### config.mk
export PLATFORM = sky130hd
export DESIGN_NAME = utf8_to_cp437_transcoder_core
export DESIGN_NICKNAME = d
export VERILOG_FILES = /design/src/hdl/u2c_pkg.sv /design/src/hdl/u2c_decode.sv /design/src/hdl/u2c_out_fifo.sv /design/src/hdl/utf8_to_cp437_transcoder_core.sv
export SDC_FILE = /design/constraint.sdc
export NUM_CORES = 1
export LEC_CHECK = 0
export BUFFER_PORTS_ARGS = -buffer_cell sky130_fd_sc_hd__buf_2
export CAP_MARGIN = 20
export CORE_ASPECT_RATIO = 2
export CORE_MARGIN = 1
export CORE_UTILIZATION = 50
export DETAILED_ROUTE_END_ITERATION = 12
export PLACE_DENSITY = 0.71
export SLEW_MARGIN = 0
export SYNTH_ARGS = -nofsm -noshare
export SYNTH_HDL_FRONTEND = slang
export SYNTH_SLANG_ARGS = --single-unit
### constraint.sdc
create_clock -name clk -period 2.1 [get_ports clk]
set_input_delay 0.105 -clock clk [delete_from_list [all_inputs] [get_ports clk]]
set_output_delay 0.105 -clock clk [all_outputs]
set_load 0.1 [all_outputs]
### src/hdl/u2c_pkg.sv
package u2c_pkg;

  localparam logic [7:0] QMARK      = 8'h3F;
  localparam logic [7:0] ASCII_MASK = 8'h80;
  localparam logic [7:0] LEAD2_MASK = 8'hE0;
  localparam logic [7:0] LEAD2_CODE = 8'hC0;
  localparam logic [7:0] LEAD3_MASK = 8'hF0;
  localparam logic [7:0] LEAD3_CODE = 8'hE0;

  typedef struct packed {
    logic [7:0] out_byte;
    logic       run_last;
    logic       string_end;
  } res_t;

  // results one input transaction hands to the output queue
  typedef struct packed {
    logic [1:0] cnt;
    res_t       res0;
    res_t       res1;
  } push_t;

  // 11-bit code point of a two-byte sequence to a cp437 character
  function automatic logic [7:0] map_symbol(input logic [10:0] cp);
    logic [7:0] ch;
    unique case (cp)
      11'h0E4: ch = 8'h84;
      11'h0C4: ch = 8'h8E;
      11'h0F6: ch = 8'h94;
      11'h0D6: ch = 8'h99;
      11'h0FC: ch = 8'h81;
      11'h0DC: ch = 8'h9A;
      11'h0DF: ch = 8'hE1;
      11'h0B0: ch = 8'hF8;
      default: ch = QMARK;
    endcase
    return ch;
  endfunction

endpackage

### src/hdl/u2c_decode.sv
module u2c_decode
  import u2c_pkg::*;
(
  input  logic       clk,
  input  logic       rst_n,
  input  logic       fire,
  input  logic [7:0] in_byte,
  input  logic       string_last,
  output push_t      push
);

  typedef enum logic [1:0] {
    MODE_IDLE    = 2'd0,
    MODE_TWO     = 2'd1,
    MODE_THREE_A = 2'd2,
    MODE_THREE_B = 2'd3
  } mode_t;

  mode_t      mode_r, mode_nxt;
  logic [4:0] lead_r, lead_nxt;

  logic       is_ascii, is_lead2, is_lead3;
  logic [7:0] idle_ch;
  logic [7:0] sym_ch;

  assign is_ascii = (in_byte & ASCII_MASK) == 8'h00;
  assign is_lead2 = (in_byte & LEAD2_MASK) == LEAD2_CODE;
  assign is_lead3 = (in_byte & LEAD3_MASK) == LEAD3_CODE;
  // a byte handled afresh either passes through or becomes '?'
  assign idle_ch  = is_ascii ? in_byte : QMARK;
  assign sym_ch   = map_symbol({lead_r, in_byte[5:0]});

  always_comb begin
    mode_nxt = mode_r;
    lead_nxt = lead_r;
    push     = '0;
    if (fire) begin
      unique case (mode_r)
        MODE_TWO: begin
          mode_nxt  = MODE_IDLE;
          push.cnt  = 2'd1;
          push.res0 = '{out_byte: sym_ch, run_last: 1'b1, string_end: string_last};
        end
        MODE_THREE_A: begin
          if (!string_last) begin
            mode_nxt = MODE_THREE_B;
          end else begin
            // sequence cut short: '?' for the lead, then this byte afresh
            mode_nxt  = MODE_IDLE;
            push.cnt  = 2'd2;
            push.res0 = '{out_byte: QMARK, run_last: 1'b0, string_end: 1'b0};
            push.res1 = '{out_byte: idle_ch, run_last: 1'b1, string_end: 1'b1};
          end
        end
        MODE_THREE_B: begin
          mode_nxt  = MODE_IDLE;
          push.cnt  = 2'd1;
          push.res0 = '{out_byte: QMARK, run_last: 1'b1, string_end: string_last};
        end
        default: begin
          if (!is_ascii && is_lead2 && !string_last) begin
            mode_nxt = MODE_TWO;
            lead_nxt = in_byte[4:0];
          end else if (!is_ascii && is_lead3 && !string_last) begin
            mode_nxt = MODE_THREE_A;
          end else begin
            push.cnt  = 2'd1;
            push.res0 = '{out_byte: idle_ch, run_last: 1'b1, string_end: string_last};
          end
        end
      endcase
    end
  end

  always_ff @(posedge clk) begin
    if (!rst_n) begin
      mode_r <= MODE_IDLE;
      lead_r <= '0;
    end else begin
      mode_r <= mode_nxt;
      lead_r <= lead_nxt;
    end
  end

  a_idle_after_string_end: assert property (@(posedge clk) disable iff (!rst_n)
    fire && string_last |=> mode_r == MODE_IDLE)
    else $error("decoder not idle after final byte of string");

  a_two_results_only_cut_short: assert property (@(posedge clk) disable iff (!rst_n)
    push.cnt == 2'd2 |-> mode_r == MODE_THREE_A && string_last)
    else $error("two results outside a cut-short three-byte sequence");

endmodule

### src/hdl/u2c_out_fifo.sv
module u2c_out_fifo
  import u2c_pkg::*;
(
  input  logic       clk,
  input  logic       rst_n,
  input  push_t      push,
  output logic       room,
  output logic       out_tvalid,
  input  logic       out_tready,
  output logic [7:0] out_tdata,   // out_byte
  output logic       out_tuser,   // run_last
  output logic       out_tlast    // string_end
);

  localparam int DEPTH = 4;
  localparam int AW    = $clog2(DEPTH);
  localparam int CW    = $clog2(DEPTH + 1);

  res_t            mem_r [DEPTH];
  logic [AW-1:0]   wr_ptr_r, wr_ptr_nxt;
  logic [AW-1:0]   rd_ptr_r, rd_ptr_nxt;
  logic [CW-1:0]   cnt_r, cnt_nxt;
  logic            pop;
  res_t            head;

  assign head       = mem_r[rd_ptr_r];
  assign out_tvalid = cnt_r != '0;
  assign out_tdata  = head.out_byte;
  assign out_tuser  = head.run_last;
  assign out_tlast  = head.string_end;
  // space for the largest burst of one transaction
  assign room       = cnt_r <= CW'(DEPTH - 2);
  assign pop        = out_tvalid && out_tready;

  assign wr_ptr_nxt = wr_ptr_r + AW'(push.cnt);
  assign rd_ptr_nxt = rd_ptr_r + AW'(pop);
  assign cnt_nxt    = cnt_r + CW'(push.cnt) - CW'(pop);

  always_ff @(posedge clk) begin
    if (!rst_n) begin
      wr_ptr_r <= '0;
      rd_ptr_r <= '0;
      cnt_r    <= '0;
    end else begin
      wr_ptr_r <= wr_ptr_nxt;
      rd_ptr_r <= rd_ptr_nxt;
      cnt_r    <= cnt_nxt;
    end
  end

  always_ff @(posedge clk) begin
    if (push.cnt != 2'd0) begin
      mem_r[wr_ptr_r] <= push.res0;
    end
    if (push.cnt == 2'd2) begin
      mem_r[wr_ptr_r + AW'(1)] <= push.res1;
    end
  end

  a_push_has_room: assert property (@(posedge clk) disable iff (!rst_n)
    push.cnt != 2'd0 |-> room)
    else $error("results pushed without room in output queue");

  a_cnt_bounded: assert property (@(posedge clk) disable iff (!rst_n)
    cnt_r <= CW'(DEPTH))
    else $error("output queue count beyond depth");

  a_pop_drains: assert property (@(posedge clk) disable iff (!rst_n)
    pop && push.cnt == 2'd0 |=> cnt_r == $past(cnt_r) - CW'(1))
    else $error("output queue count wrong after pop");

endmodule

### src/hdl/utf8_to_cp437_transcoder_core.sv
// utf-8 to cp437 transcoder, one byte per transaction in, 0..2 characters out
// path: each input byte is registered in the input staging register, decoded and
//   written to the output queue, which drives the output
// throughput: one input byte per cycle while the output queue has room; a byte that
//   gives two results is absorbed by the 4-entry output queue
// reset: synchronous active-low rst_n empties the input stage and queue, decoder idle
module utf8_to_cp437_transcoder_core
  import u2c_pkg::*;
(
  input  logic       clk,
  input  logic       rst_n,
  input  logic       in_tvalid,
  output logic       in_tready,
  input  logic [7:0] in_tdata,    // in_byte
  input  logic       in_tlast,    // string_last
  output logic       out_tvalid,
  input  logic       out_tready,
  output logic [7:0] out_tdata,   // out_byte
  output logic       out_tuser,   // run_last
  output logic       out_tlast    // string_end
);

  logic       stg_valid_r;
  logic [7:0] stg_byte_r;
  logic       stg_last_r;
  logic       room;
  logic       fire;
  push_t      push;

  assign fire      = stg_valid_r && room;
  assign in_tready = !stg_valid_r || fire;

  always_ff @(posedge clk) begin
    if (!rst_n) begin
      stg_valid_r <= 1'b0;
    end else if (in_tready) begin
      stg_valid_r <= in_tvalid;
    end
  end

  always_ff @(posedge clk) begin
    if (in_tready && in_tvalid) begin
      stg_byte_r <= in_tdata;
      stg_last_r <= in_tlast;
    end
  end

  u2c_decode u_decode (
    .clk         (clk),
    .rst_n       (rst_n),
    .fire        (fire),
    .in_byte     (stg_byte_r),
    .string_last (stg_last_r),
    .push        (push)
  );

  u2c_out_fifo u_out_fifo (
    .clk        (clk),
    .rst_n      (rst_n),
    .push       (push),
    .room       (room),
    .out_tvalid (out_tvalid),
    .out_tready (out_tready),
    .out_tdata  (out_tdata),
    .out_tuser  (out_tuser),
    .out_tlast  (out_tlast)
  );

endmodule

==> flow_results.org, run 1 <==
** Run status
- Result of the run :: finished with violations
- The final reports fail on negative setup slack.

** Detailed routing
- For this block, the routed nets add up to just over 8000 µm of wire.
- The detailed router finished its first iteration with ~120 violations.
- Before antenna repair, the detailed router went through 4 iterations.
- Count of nets left with antenna violations after detail routing :: 0
- Count of vias placed by the detailed router :: 2777
- Dividing the detail-routed wire length by the instance count gives roughly 17 µm.
- In the routed design, unresolved DRC markers number 0.
- Vias per cell :: 5.85

** Critical path
- Data required, critical path :: 2160 ps
- Crit path cell chain :: or3b_1 -> a211o_1 -> a211o_4 -> a32oi_4 -> o32ai_1
- Buffer and inverter count on the worst path :: 0
- Critical Setup Path Class :: register to register
- Across all register-to-register paths, the minimum setup slack is -40 ps.
- End of the worst register-to-register path :: u_out_fifo.mem_r[0][4]
- The number of cells on the worst reg-to-reg path is 5.
- The worst setup path is captured at a register.
- CP delay by family, top :: compound AO/OA/AOI/OAI gates
- The largest single stage delay on the critical path is 390 ps.
- Critical Path Start Type :: register
- The startpoint identified for the worst register-to-register timing path is stg_byte_r[5].
- Largest fanout on the critical path :: 5
- Data arrives at the worst endpoint at 2190 ps.
- CP max stage cell :: or3b_1

** Layout
- Leaving out fill and tap cells, the most frequent cell in the layout is edfxtp_1.
- Most frequent cells in the layout :: 45 x edfxtp_1, 43 x buf_4, 27 x nand2_1
- Post-layout instance area :: 0.00450 mm²
- Once layout is complete, the utilization of the core stands at 0.680.
- 0 antenna diodes ended up in the layout.
- Finished Layout Cells :: between 400 and 500
- The layout has 551 filler cells.
- For this run, the post-layout net count is 401.
- Synth-to-layout area growth :: 31.1%
- In the final layout, the share of cells above drive strength 1 is 0.313.

** Clocking
- TritonCTS created 9 clock buffers.
- Clock Pin Slew Worst Setup and Hold Paths :: 50 ps
- The clock reaches the later pin of the worst-skew pair after 330 ps.
- Clock tree from TritonCTS :: done
- Buffers from clock root to sink, at most :: 2
- Root Buffer :: clkbuf_16
- Total number of clock tree sinks :: 64
- The H-tree generated during clock tree synthesis spans 3 levels.

** Hold path
- Hold worst-path end :: stg_valid_r
- In this run the most critical hold path is launched from in_tvalid.
- In this run the worst hold path is classified as input pin to register.
- The worst hold path was traced through 3 stages.

** Synthesis
- After synthesis, the netlist uses 51 different library cells.
- Share of flip-flops with an asynchronous set or reset :: 0
- Yosys mapped a number of flops with a built-in enable equal to 45.
- Among all flip-flop cells after synthesis, the most frequent one is edfxtp_1.
- Synth Register Bits :: 64
- Summed over all instances, the cell type with the most area after synthesis is edfxtp_1.
- Instance count of the mapped netlist :: 309
- Share of Yosys cell area claimed by the top area cell type :: 0.393
- The synthesized netlist occupies a cell area of 0.00344 mm².
- Mean area per synthesized cell :: 11.1 µm²
- Synthesis produced a netlist with a net count of approximately 330.
- The share of the Yosys chip area taken by registers is 0.504.
- Yosys printed 0 warnings.
- After synthesis, the cell types taking the most area are edfxtp_1 39%, dfxtp_1 11%, mux4_2 6.6%, o22ai_1 3.6%, nand2_1 3.1%.

** STA
- The number of slew-limit violations in the final report is 0.
- Upper clock frequency limit :: 468 MHz
- After layout, the worst setup slack is -35.1 ps.
- Rel. slew slack :: 0.611
- Setup total negative slack on the finished layout was measured at -94.0 ps.
- Across all hold checks on the routed design, the worst slack comes to 35.6 ps.
- The number of hold-slack violations in the final timing report came to 0.
- RSZ-0062 raised after global routing :: true
- After layout, the minimum clock period comes to 2140 ps.
- Setup violations remaining at the end of the flow were counted as 4.
- At the pin with the least slew margin, the transition time is around 600 ps.
- Across the routed clock network, the largest skew measured is 6.67 ps.
- Ratio of final minimum period to clock period :: 1.02

** GRT
- The number of global-route vias before repair was ~2900.
- In the global route stage, met3 resource usage came out at 0.0684.
- Pin count of the biggest net entering global routing :: 16
- Global Route Usage Sum :: 0.255
- Wire length of the first global-routing pass :: between 10000 and 15000 µm
- Routing layer with the top usage in global route :: met2
- The number of antenna violations at the first check in global routing was 0.
- The total overflow left after global routing is 0.
- Met1 GRT Util :: 0.233
- Global-route met2 utilization :: 0.455

** Pwr
- Leakage power :: 0.00165 µW
- The internal portion of the total power is 3070 µW.
- Of the total power, the clock network draws 0.312.
- Switching power share of the total :: 0.371
- Of the total power, combinational logic draws 0.370.
- In this run the power density over the cells is 1080 mW/mm².
- Across the VDD grid, the largest voltage drop is 0.783 mV.
- Reported net switching power :: 1810 µW
- The share of total power dissipated in sequential elements is 0.317.

** Floorplanning
- Floorplan die area :: just over 0.007 mm²
- Starting Density :: 0.519
- Rows :: 42
- From left edge to right edge, the die measures 60.6 µm.
- Vertical die dimension :: 119 µm
- For this design the top-level I/O count stands at 25.
- The core region is ~0.0066 mm².

** Place
- Detailed placement finished with a half-perimeter wire length of 6110 µm.
- The count of buffers added on input and output ports is 24.
- Global placer's final weighted congestion :: 0.944
- Placement Cell Area :: 0.00401 mm²
- After detailed placement, the design holds a cell count of 448.

** Run
- Across the run, the number of max-cap violations was 0.
==> state kept, by name, summed over array words and instances, names as in the netlist <==
signal,count
stg_byte_r,8
stg_last_r,1
stg_valid_r,1
u_decode.lead_r,5
u_decode.mode_r,2
u_out_fifo.cnt_r,3
u_out_fifo.mem_r,40
u_out_fifo.rd_ptr_r,2
u_out_fifo.wr_ptr_r,2
==> how the worst max path moves through the flow <==
stage / cells after the start / slack, ps / from / end
after floorplan: 9 / -210 / u_out_fifo.cnt_r[0] / u_out_fifo.cnt_r[2]
after global placement: 6 / 10 / stg_byte_r[1] / u_out_fifo.mem_r[0][4]
after detailed placement: 6 / -60 / stg_byte_r[1] / u_out_fifo.mem_r[0][4]
after CTS: 9 / -30 / u_out_fifo.cnt_r[0] / u_out_fifo.cnt_r[2]
after global routing: 9 / -90 / u_out_fifo.cnt_r[0] / u_out_fifo.cnt_r[2]
final: 5 / -40 / stg_byte_r[5] / u_out_fifo.mem_r[0][4]
==> power groups by stage <==
stage               logic, µW  registers, µW  clock network [µW]
CTS                      1810           1550                1550
detailed placement       1770           1570                   0
global placement         1760           1560                   0
floorplan                1430           1540                   0
global route             1930           1560                1610
finish                   1810           1550                1530
==> cell families after synthesis <==
kind of cell | synth area share
AND/OR/NAND/NOR | 0.164
multiplexers | 0.0834
flip-flops | 0.504
adder cells (fa/ha/maj) | 0.0240
buffers and inverters | 0.0339
AO/OA/AOI/OAI | 0.175
XOR/XNOR | 0.0153
==> layout make-up <==
| cell class | instances | area, µm² | share of cell area |
|---|---|---|---|
| inverter | 12 | 45.0 | 0.0100 |
| multi-input combinational | 216 | 1720 | 0.381 |
| clock buffer | 12 | 236 | 0.0525 |
| sequential | 64 | 1730 | 0.385 |
| tap | 88 | 110 | 0.0244 |
| clock inverter | 4 | 70.1 | 0.0156 |
| timing repair buffer | 79 | 593 | 0.132 |
==> synthesized netlist by cell type (all sizes together) (3+ instances only) <==
library cell  count
edfxtp           45
nand2            28
o22ai            20
dfxtp            19
and2             14
nor2             14
a21oi            13
inv              11
clkbuf           10
mux4             10
nor2b            10
o32ai             9
nand3             8
o21ai             8
buf               7
nand2b            7
a211o             5
a21boi            5
a31oi             5
ha                5
mux2i             5
nand4             5
a211oi            4
nor3              4
xnor2             4
a21o              3
nor4              3
o31ai             3
or2               3
==> metrics by stage <==
step | power, µW | worst slack [ps]
after CTS | 4900 | -25.1
final | 4880 | -35.1
after global routing | 5100 | -86.8
after global placement | 3320 | 11.6
after floorplan | 2970 | -205
after detailed placement | 3340 | -58.5
==> repair_timing <==
action                                  4_1_cts  5_1_grt
buffers inserted                              2        0
hold buffers                                  9        0
endpoints found under the setup margin       10       22
hold endpoints to repair                      9        0
gates cloned                                  0        0
pin swaps                                     3        6
gates resized for setup                       3        9
==> layer usage <==
layer | share of wire | vias up | routed length, µm
met5 | 0 | - | 0
met4 | 0.051 | 0 | 416
met3 | 0.029 | 37 | 238
met2 | 0.58 | 72 | 4720
met1 | 0.34 | 1329 | 2720
li1 | - | 1339 | -
==> worst min-delay path, delay by kind of cell <==
kind,cells,cell delay (ps)
AO/OA/AOI/OAI,1,70
buffers and inverters,2,140
Power figures use the tool's default switching activity.
==> run 2, diff against run 1 <==
PLACE_DENSITY = default   (was 0.71)
PLACE_DENSITY_LB_ADDON = 0.25   (was default)
==> run 2 against run 1 <==
Compared with the run above: the run still ends with negative setup slack left; combinational power is 2% higher; design area is 0.78% higher; register-to-register slack worse by 20 ps; via count is 1.2% higher; critical path type unchanged; critical endpoint is now u_out_fifo.cnt_r[2]; largest cell class is now multi-input gates.
==> flow_results.org, run 2 (synthesis results as in run 1) <==
** Layout
- The layout overhead on the synthesized area is 32.1% (was 31.1%).
- The flip-flop and latch area was 0.00173 mm² (unchanged).
- Register containing the most flip-flops in the final layout :: u_out_fifo.mem_r (unchanged)
- The most common cell after layout, fill and taps aside was edfxtp_1 (unchanged).
- Antenna Diode Count :: 0 (unchanged)
- Multi-input logic area :: 0.00176 mm² (was 0.00172 mm²)
- The core utilization of the finished layout is 0.686 (was 0.680).
- Post-layout instance area :: 0.00454 mm² (was 0.00450 mm²)
- Most frequent cells in the layout :: 45 x edfxtp_1, 39 x buf_4, 27 x nand2_1 (was 45 x edfxtp_1, 43 x buf_4, 27 x nand2_1)
- Leading registers by flop count :: u_out_fifo.mem_r (40), stg_byte_r (8), u_decode.lead_r (5) (unchanged)
- Number of fill cells in the layout :: 554 (was 551)
- The final cell count without fillers was 473 (was 475).
- The fraction of final layout cells with drive strength greater than 1 is 0.314 (was 0.313).
- Number of flip-flops in the largest register :: 40 (unchanged)
- The net total in the final layout came to 399 (was 401).

** Pwr
- Power per cell area :: 1080 mW/mm² (about the same)
- The maximum vdd ir drop was 0.782 mV (was 0.783 mV).
- Leakage power :: 0.00166 µW (was 0.00165 µW)
- Overall power consumption :: 4910 µW (was 4880 µW)

** STA
- Upper clock frequency limit :: 464 MHz (was 468 MHz)
- Setup ws final :: -55.1 ps (was -35.1 ps)
- Number of max-slew violations in the final report :: 0 (unchanged)
- The post-layout minimum cycle time was 2160 ps (was 2140 ps).
- The maximum clock skew at final layout came to 4.28 ps (was 6.67 ps).
- Worst Tran Pin Value :: 625 ps (was 583 ps)
- The number of hold-slack violations in the final timing report is 0 (unchanged).
- Count of final setup violators :: 1 (was 4)
- RSZ-0062 raised after global routing: true (unchanged).
- The fraction of the cycle the final worst path needs was 1.03 (was 1.02).
- The worst-case headroom to the max-slew limit came to 0.583 (was 0.611).

** GRT
- Global Route Usage Sum :: 0.255 (about the same)
- The number of global-route vias before repair is 2817 (was 2879).
- The pin count of the biggest net entering global routing came to 19 (was 16).
- Wire length of the first global-routing pass :: 13200 µm (was 13100 µm)
- The number of antenna violations at the first check in global routing is 0 (unchanged).
- Sum of overflow across all layers after global routing :: 0 (unchanged)

** Critical path
- The kind of critical path is register to register (unchanged).
- The highest cell delay on the worst timing path is 380 ps (was 390 ps).
- The launching element type of the critical path is a register (unchanged).
- CP max stage cell :: or3_4 (was or3b_1)
- Data required, critical path :: 2330 ps (was 2160 ps)
- The number of buffer and inverter instances along the worst setup path came to 1 (was 0).
- CP delay by family, top :: adder cells (was compound AO/OA/AOI/OAI gates)
- The type of destination of the critical path was a register (unchanged).
- Worst EP arrival :: 2380 ps (was 2190 ps)
- Counting stages on the worst path, the most repeated cell is ha_4.
- The maximum fanout along the worst path is 2 (was 5).
- Crit path cell chain :: or3_4 -> and2_4 -> ha_4 -> inv_2 -> ha_4 -> fa_2 -> xnor2_2 -> xnor2_1 -> and2_1 (was or3b_1 -> a211o_1 -> a211o_4 -> a32oi_4 -> o32ai_1)

** Place
- Post-DP HPWL :: 6060 µm (was 6110 µm)
- The number of placed instances, taps included came to 446 (was 448).
- The worst slack at placement is -23.1 ps (was -58.5 ps).
- The total placed instance area is 0.00399 mm² (was 0.00401 mm²).
- Count of input and output buffers :: 24 (unchanged)
- The final weighted congestion of routability-driven global placement was 0.968 (was 0.944).

** Detailed routing
- The total length of routed wires came to 8130 µm (was 8100 µm).
- DRC violations left :: 0 (unchanged)
- The average detailed-routed wire length per instance was 17.2 µm (was 17.0 µm).
- Count of nets left with antenna violations after detail routing :: 0 (unchanged)
- Vias per cell :: 5.94 (was 5.85)
- Number of detailed-route iterations in the first pass :: 4 (unchanged)
- The total vias in the final route came to 2809 (was 2777).
- Initial DRC Count :: 115 (was 117)

** Clocking
- The maximum root-to-sink buffer count is 2 (unchanged).
- The clock latency of the later-clocked register in the worst-skew pair was 330 ps (about the same).
- The number of clock buffers inserted by TritonCTS came to 9 (unchanged).
- The number of sinks on the clock net was 64 (unchanged).
- The number of H-tree levels is 3 (unchanged).
- Clock tree from TritonCTS :: done (unchanged)
- The cell chosen for the clock root was clkbuf_16 (unchanged).
- Clock Pin Slew Worst Setup and Hold Paths :: 50 ps (about the same)

** Floorplanning
- Std-Cell Core Area :: 0.00662 mm² (unchanged)
- The cell row count came to 42 (unchanged).
- Starting Density :: 0.519 (unchanged)
- The die outline height was 119 µm (unchanged).
- The die outline area was 0.00723 mm² (unchanged).
- I/O pin total :: 25 (unchanged)
- The horizontal extent of the die is 60.6 µm (unchanged).

** Run status
- Violations in the final reports :: negative setup slack (unchanged)
- Result of the run: finished with violations (unchanged).

** Hold path
- Worst min path class :: input pin to register (unchanged)

** Run
- Max capacitance violation total :: 0 (unchanged)
run 2: tightest hold or removal path, delay by kind of cell:
kind | cells | cell delay (ps)
buffers and inverters | 2 | 140
AOI/OAI and AO/OA | 1 | 60
run 2: power by group:
part           internal (µW)  switching, µW
clock network           1020            487
logic                    587           1260
registers               1470           80.3
run 2: routing by layer:
metal  GRT usage  share of wire  up-vias
li1            -              -     1334
met1       0.239           0.33     1340
met2       0.458           0.58       97
met3      0.0630          0.037       38
met4       0.161          0.049        0
met5           0              0        -
run 2: per-stage QoR:
stage	hold slack [ps]	setup TNS (ps)
finish	26.0	-55.1
global route	79.2	-262
CTS	17.1	-34.9
detailed placement	283	-52.8
global placement	281	0
floorplan	204	-239
run 2: layout make-up:
type / count / share of cell area
Inverter: 12 / 0.00992
Tap cell: 88 / 0.0243
Multi-Input combinational cell: 216 / 0.388
Clock inverter: 5 / 0.0157
Timing Repair Buffer: 77 / 0.129
Sequential cell: 64 / 0.382
Clock buffer: 11 / 0.0513
run 2: path summary, 6_finish.rpt:
kind | startpoint | to | slack [ps] | cells past startpoint
max | u_out_fifo.cnt_r[0] | u_out_fifo.cnt_r[2] | -60 | 9
min | in_tvalid | stg_valid_r | 30 | 3
max reg2reg | u_out_fifo.cnt_r[0] | u_out_fifo.cnt_r[2] | -60 | 9
min reg2reg | u_out_fifo.mem_r[2][9] | u_out_fifo.mem_r[2][9] | 460 | 2
run 2: what timing repair did:
| item | 4_1_cts | 5_1_grt |
|---|---|---|
| pin swaps | 3 | 7 |
| hold endpoints to repair | 9 | 0 |
| buffers inserted | 0 | 2 |
| endpoints found under the setup margin | 5 | 22 |
| hold buffers | 9 | 0 |
| gates cloned | 0 | 0 |
| resized for setup | 1 | 19 |
==> run 3, diff against run 2 <==
CELL_PAD_IN_SITES_DETAIL_PLACEMENT = 1   (was default)
CELL_PAD_IN_SITES_GLOBAL_PLACEMENT = 1   (was default)
CORE_UTILIZATION = 44   (was 50)
GPL_TIMING_DRIVEN = 0   (was default)
PLACE_DENSITY = 0.78   (was default)
PLACE_DENSITY_LB_ADDON = default   (was 0.25)
==> run 3 against run 2 <==
Compared with the run above: the flow still finishes with violations (negative setup slack); clock skew is 1.5 ps higher; global-route usage is 1.0 points lower; sequential power hardly changed; setup slack worse by 58 ps; critical path type unchanged; largest cell class unchanged; largest power group unchanged.
==> flow_results.org, run 3 (synthesis results as in run 1) <==
** Run status
- Result of the run: finished with violations (unchanged).
- Violations in the final reports: negative setup slack (unchanged).

** Place
- Post-DP HPWL :: 6710 µm (was 6060 µm)
- The final weighted congestion of routability-driven global placement was 0.888 (was 0.968).
- Count of input and output buffers :: 24 (unchanged)

** Detailed routing
- The iteration-0 DRC count of the detailed router is 96 (was 115).
- The total length of routed wires is 9400 µm (was 8130 µm).
- The total vias in the final route is 2793 (was 2809).
- Count of nets left with antenna violations after detail routing :: 0 (unchanged)
- The count of TritonRoute iterations in the first routing pass was 4 (unchanged).
- DRC violations left :: 0 (unchanged)
- The mean number of vias per cell is 6.02 (was 5.94).
- The average detailed-routed wire length per instance was 20.3 µm (was 17.2 µm).

** Floorplanning
- The number of top-level design ports came to 25 (unchanged).
- The die outline area is 0.00819 mm² (was 0.00723 mm²).
- The cell row count came to 45 (was 42).
- Vertical die dimension :: 127 µm (was 119 µm)
- Starting Density :: 0.452 (was 0.519)
- Std-Cell Core Area :: 0.00760 mm² (was 0.00662 mm²)
- Die width :: 64.5 µm (was 60.6 µm)

** Critical path
- The highest cell delay on the worst timing path came to 420 ps (was 380 ps).
- CP max stage cell :: edfxtp_1 (was or3_4)
- The type of destination of the critical path was a register (unchanged).
- Critical Setup Path Class :: register to register (unchanged)
- Largest fanout on the critical path :: 5 (was 2)
- The startpoint of the worst setup timing path was stg_byte_r[5] (was u_out_fifo.cnt_r[0]).
- Critical Path Start Type :: register (unchanged)
- Crit path cell chain: or3b_1 -> a211o_1 -> a211o_4 -> buf_6 -> a21oi_4 -> o32ai_1 (was or3_4 -> and2_4 -> ha_4 -> inv_2 -> ha_4 -> fa_2 -> xnor2_2 -> xnor2_1 -> and2_1).
- The start of the worst register-to-register path is stg_byte_r[5] (was u_out_fifo.cnt_r[0]).
- Worst EP arrival :: 2270 ps (was 2380 ps)
- Data required, critical path :: 2150 ps (was 2330 ps)

** GRT
- The global-route usage over all layers is 0.245 (was 0.255).
- The remaining global-route overflow is 0 (unchanged).
- Number of antenna violations at the first check in global routing :: 0 (unchanged)
- The wire length of the first global-routing pass was 14600 µm (was 13200 µm).
- Pin count of the biggest net entering global routing :: 12 (was 19)
- Vias in the first global route :: 2965 (was 2817)

** STA
- The post-layout minimum cycle time was 2210 ps (was 2160 ps).
- Tightest hold margin :: 26.5 ps (was 26.0 ps)
- The least setup slack across all paths after layout is -113 ps (was -55.1 ps).
- The number of hold-slack violations in the final timing report is 0 (unchanged).
- RSZ-0062 raised after global routing :: true (unchanged)
- The worst-case headroom to the max-slew limit is 0.649 (was 0.583).
- Post-route clock skew :: 5.77 ps (was 4.28 ps)
- Number of max-slew violations in the final report :: 0 (unchanged)
- Count of final setup violators :: 15 (was 1)
- Ratio of final minimum period to clock period :: 1.05 (was 1.03)
- The highest clock rate came to 452 MHz (was 464 MHz).
- The transition at the pin with the smallest max-transition slack came to 526 ps (was 625 ps).

** Clocking
- Clock Pin Slew Worst Setup and Hold Paths :: 50 ps (about the same)
- CTS buffer count :: 9 (unchanged)
- The maximum root-to-sink buffer count is 2 (unchanged).
- The cell chosen for the clock root was clkbuf_16 (unchanged).
- The TritonCTS clock tree is done (unchanged).
- The number of sinks on the clock net is 64 (unchanged).
- Deepest level of the CTS H-tree :: 3 (unchanged)
- The clock latency of the later-clocked register in the worst-skew pair is 340 ps (was 330 ps).

** Layout
- Register containing the most flip-flops in the final layout :: u_out_fifo.mem_r (unchanged)
- Synth-to-layout area growth :: 31.0% (was 32.1%)
- Most common cell after layout, fill and taps aside :: edfxtp_1 (unchanged)
- Leading registers by flop count: u_out_fifo.mem_r (40), stg_byte_r (8), u_decode.lead_r (5) (unchanged).
- The net total in the final layout came to 384 (was 399).
- Most frequent cells in the layout :: 45 x edfxtp_1, 29 x buf_2, 22 x nand2_1 (was 45 x edfxtp_1, 39 x buf_4, 27 x nand2_1)
- The final antenna diode count is 0 (unchanged).
- Proportion of layout cells with a drive suffix above 1 :: 0.335 (was 0.314)
- The number of flip-flops under the largest register name came to 40 (unchanged).

** Run
- The max-capacitance violation count came to 0 (unchanged).

** Pwr
- The total power is 4780 µW (was 4910 µW).
- Leakage power :: 0.00157 µW (was 0.00166 µW)
- The maximum vdd ir drop is 0.600 mV (was 0.782 mV).
- The power density over cell area is 1060 mW/mm² (was 1080 mW/mm²).

** Hold path
- The worst min-delay path class was input pin to register (unchanged).
- The hold path startpoint was in_tvalid (unchanged).
-- run 3: per-stage QoR --
stage          setup TNS [ps]  std cells  setup WS, ps   util  instance area, µm²
5_1_grt                 -1850        464          -150  0.592                4500
6_report                 -968        464          -113  0.592                4500
2_1_floorplan            -239        309          -205      -                3480
3_3_place_gp           -14270        427          -326  0.489                3720
3_5_place_dp           -15970        427          -361  0.489                3720
4_1_cts                  -120        459         -82.7  0.569                4330
-- run 3: worst paths after layout --
kind / to / slack (ps) / cells after the start
max reg2reg: u_out_fifo.mem_r[3][3] / -110 / 6
min: stg_valid_r / 30 / 3
min reg2reg: u_out_fifo.mem_r[2][9] / 490 / 2
max: u_out_fifo.mem_r[3][3] / -110 / 6
-- run 3: power by group --
group	switching, µW	internal [µW]	leakage (µW)
Clock	508	911	0.000134
Sequential	81.5	1470	0.000577
Combinational	1290	521	0.000863
-- run 3: what timing repair did --
item | CTS | global route
pin swaps | 7 | 14
setup endpoints to repair | 82 | 60
buffers inserted | 7 | 6
hold buffers | 9 | 0
endpoints found under the hold margin | 9 | 0
gates resized for setup | 33 | 35
-- run 3: final cells by class --
cell class | count | area (µm²)
clock buffers | 12 | 236
plain buffers | 16 | 86.3
fillers | 801 | 3100
clock inverters | 4 | 46.3
repair buffers | 46 | 328
well taps | 94 | 118
inverters | 12 | 47.5
multi-input cells | 216 | 1910
flip-flops and latches | 64 | 1730
-- run 3: worst max-delay path, delay by kind of cell, from the launching register on --
kind	cells	cell delay, ps
DFF	1	420
buffers and inverters	1	140
AOI/OAI and AO/OA	4	1000
and+or+nand+nor	1	380
-- run 3: metal layers --
| layer | global-route usage | vias up | part of all wire |
|---|---|---|---|
| li1 | - | 1303 | - |
| met1 | 0.218 | 1392 | 0.34 |
| met2 | 0.466 | 62 | 0.58 |
| met3 | 0.0554 | 36 | 0.025 |
| met4 | 0.163 | 0 | 0.052 |
| met5 | 0 | - | 0 |
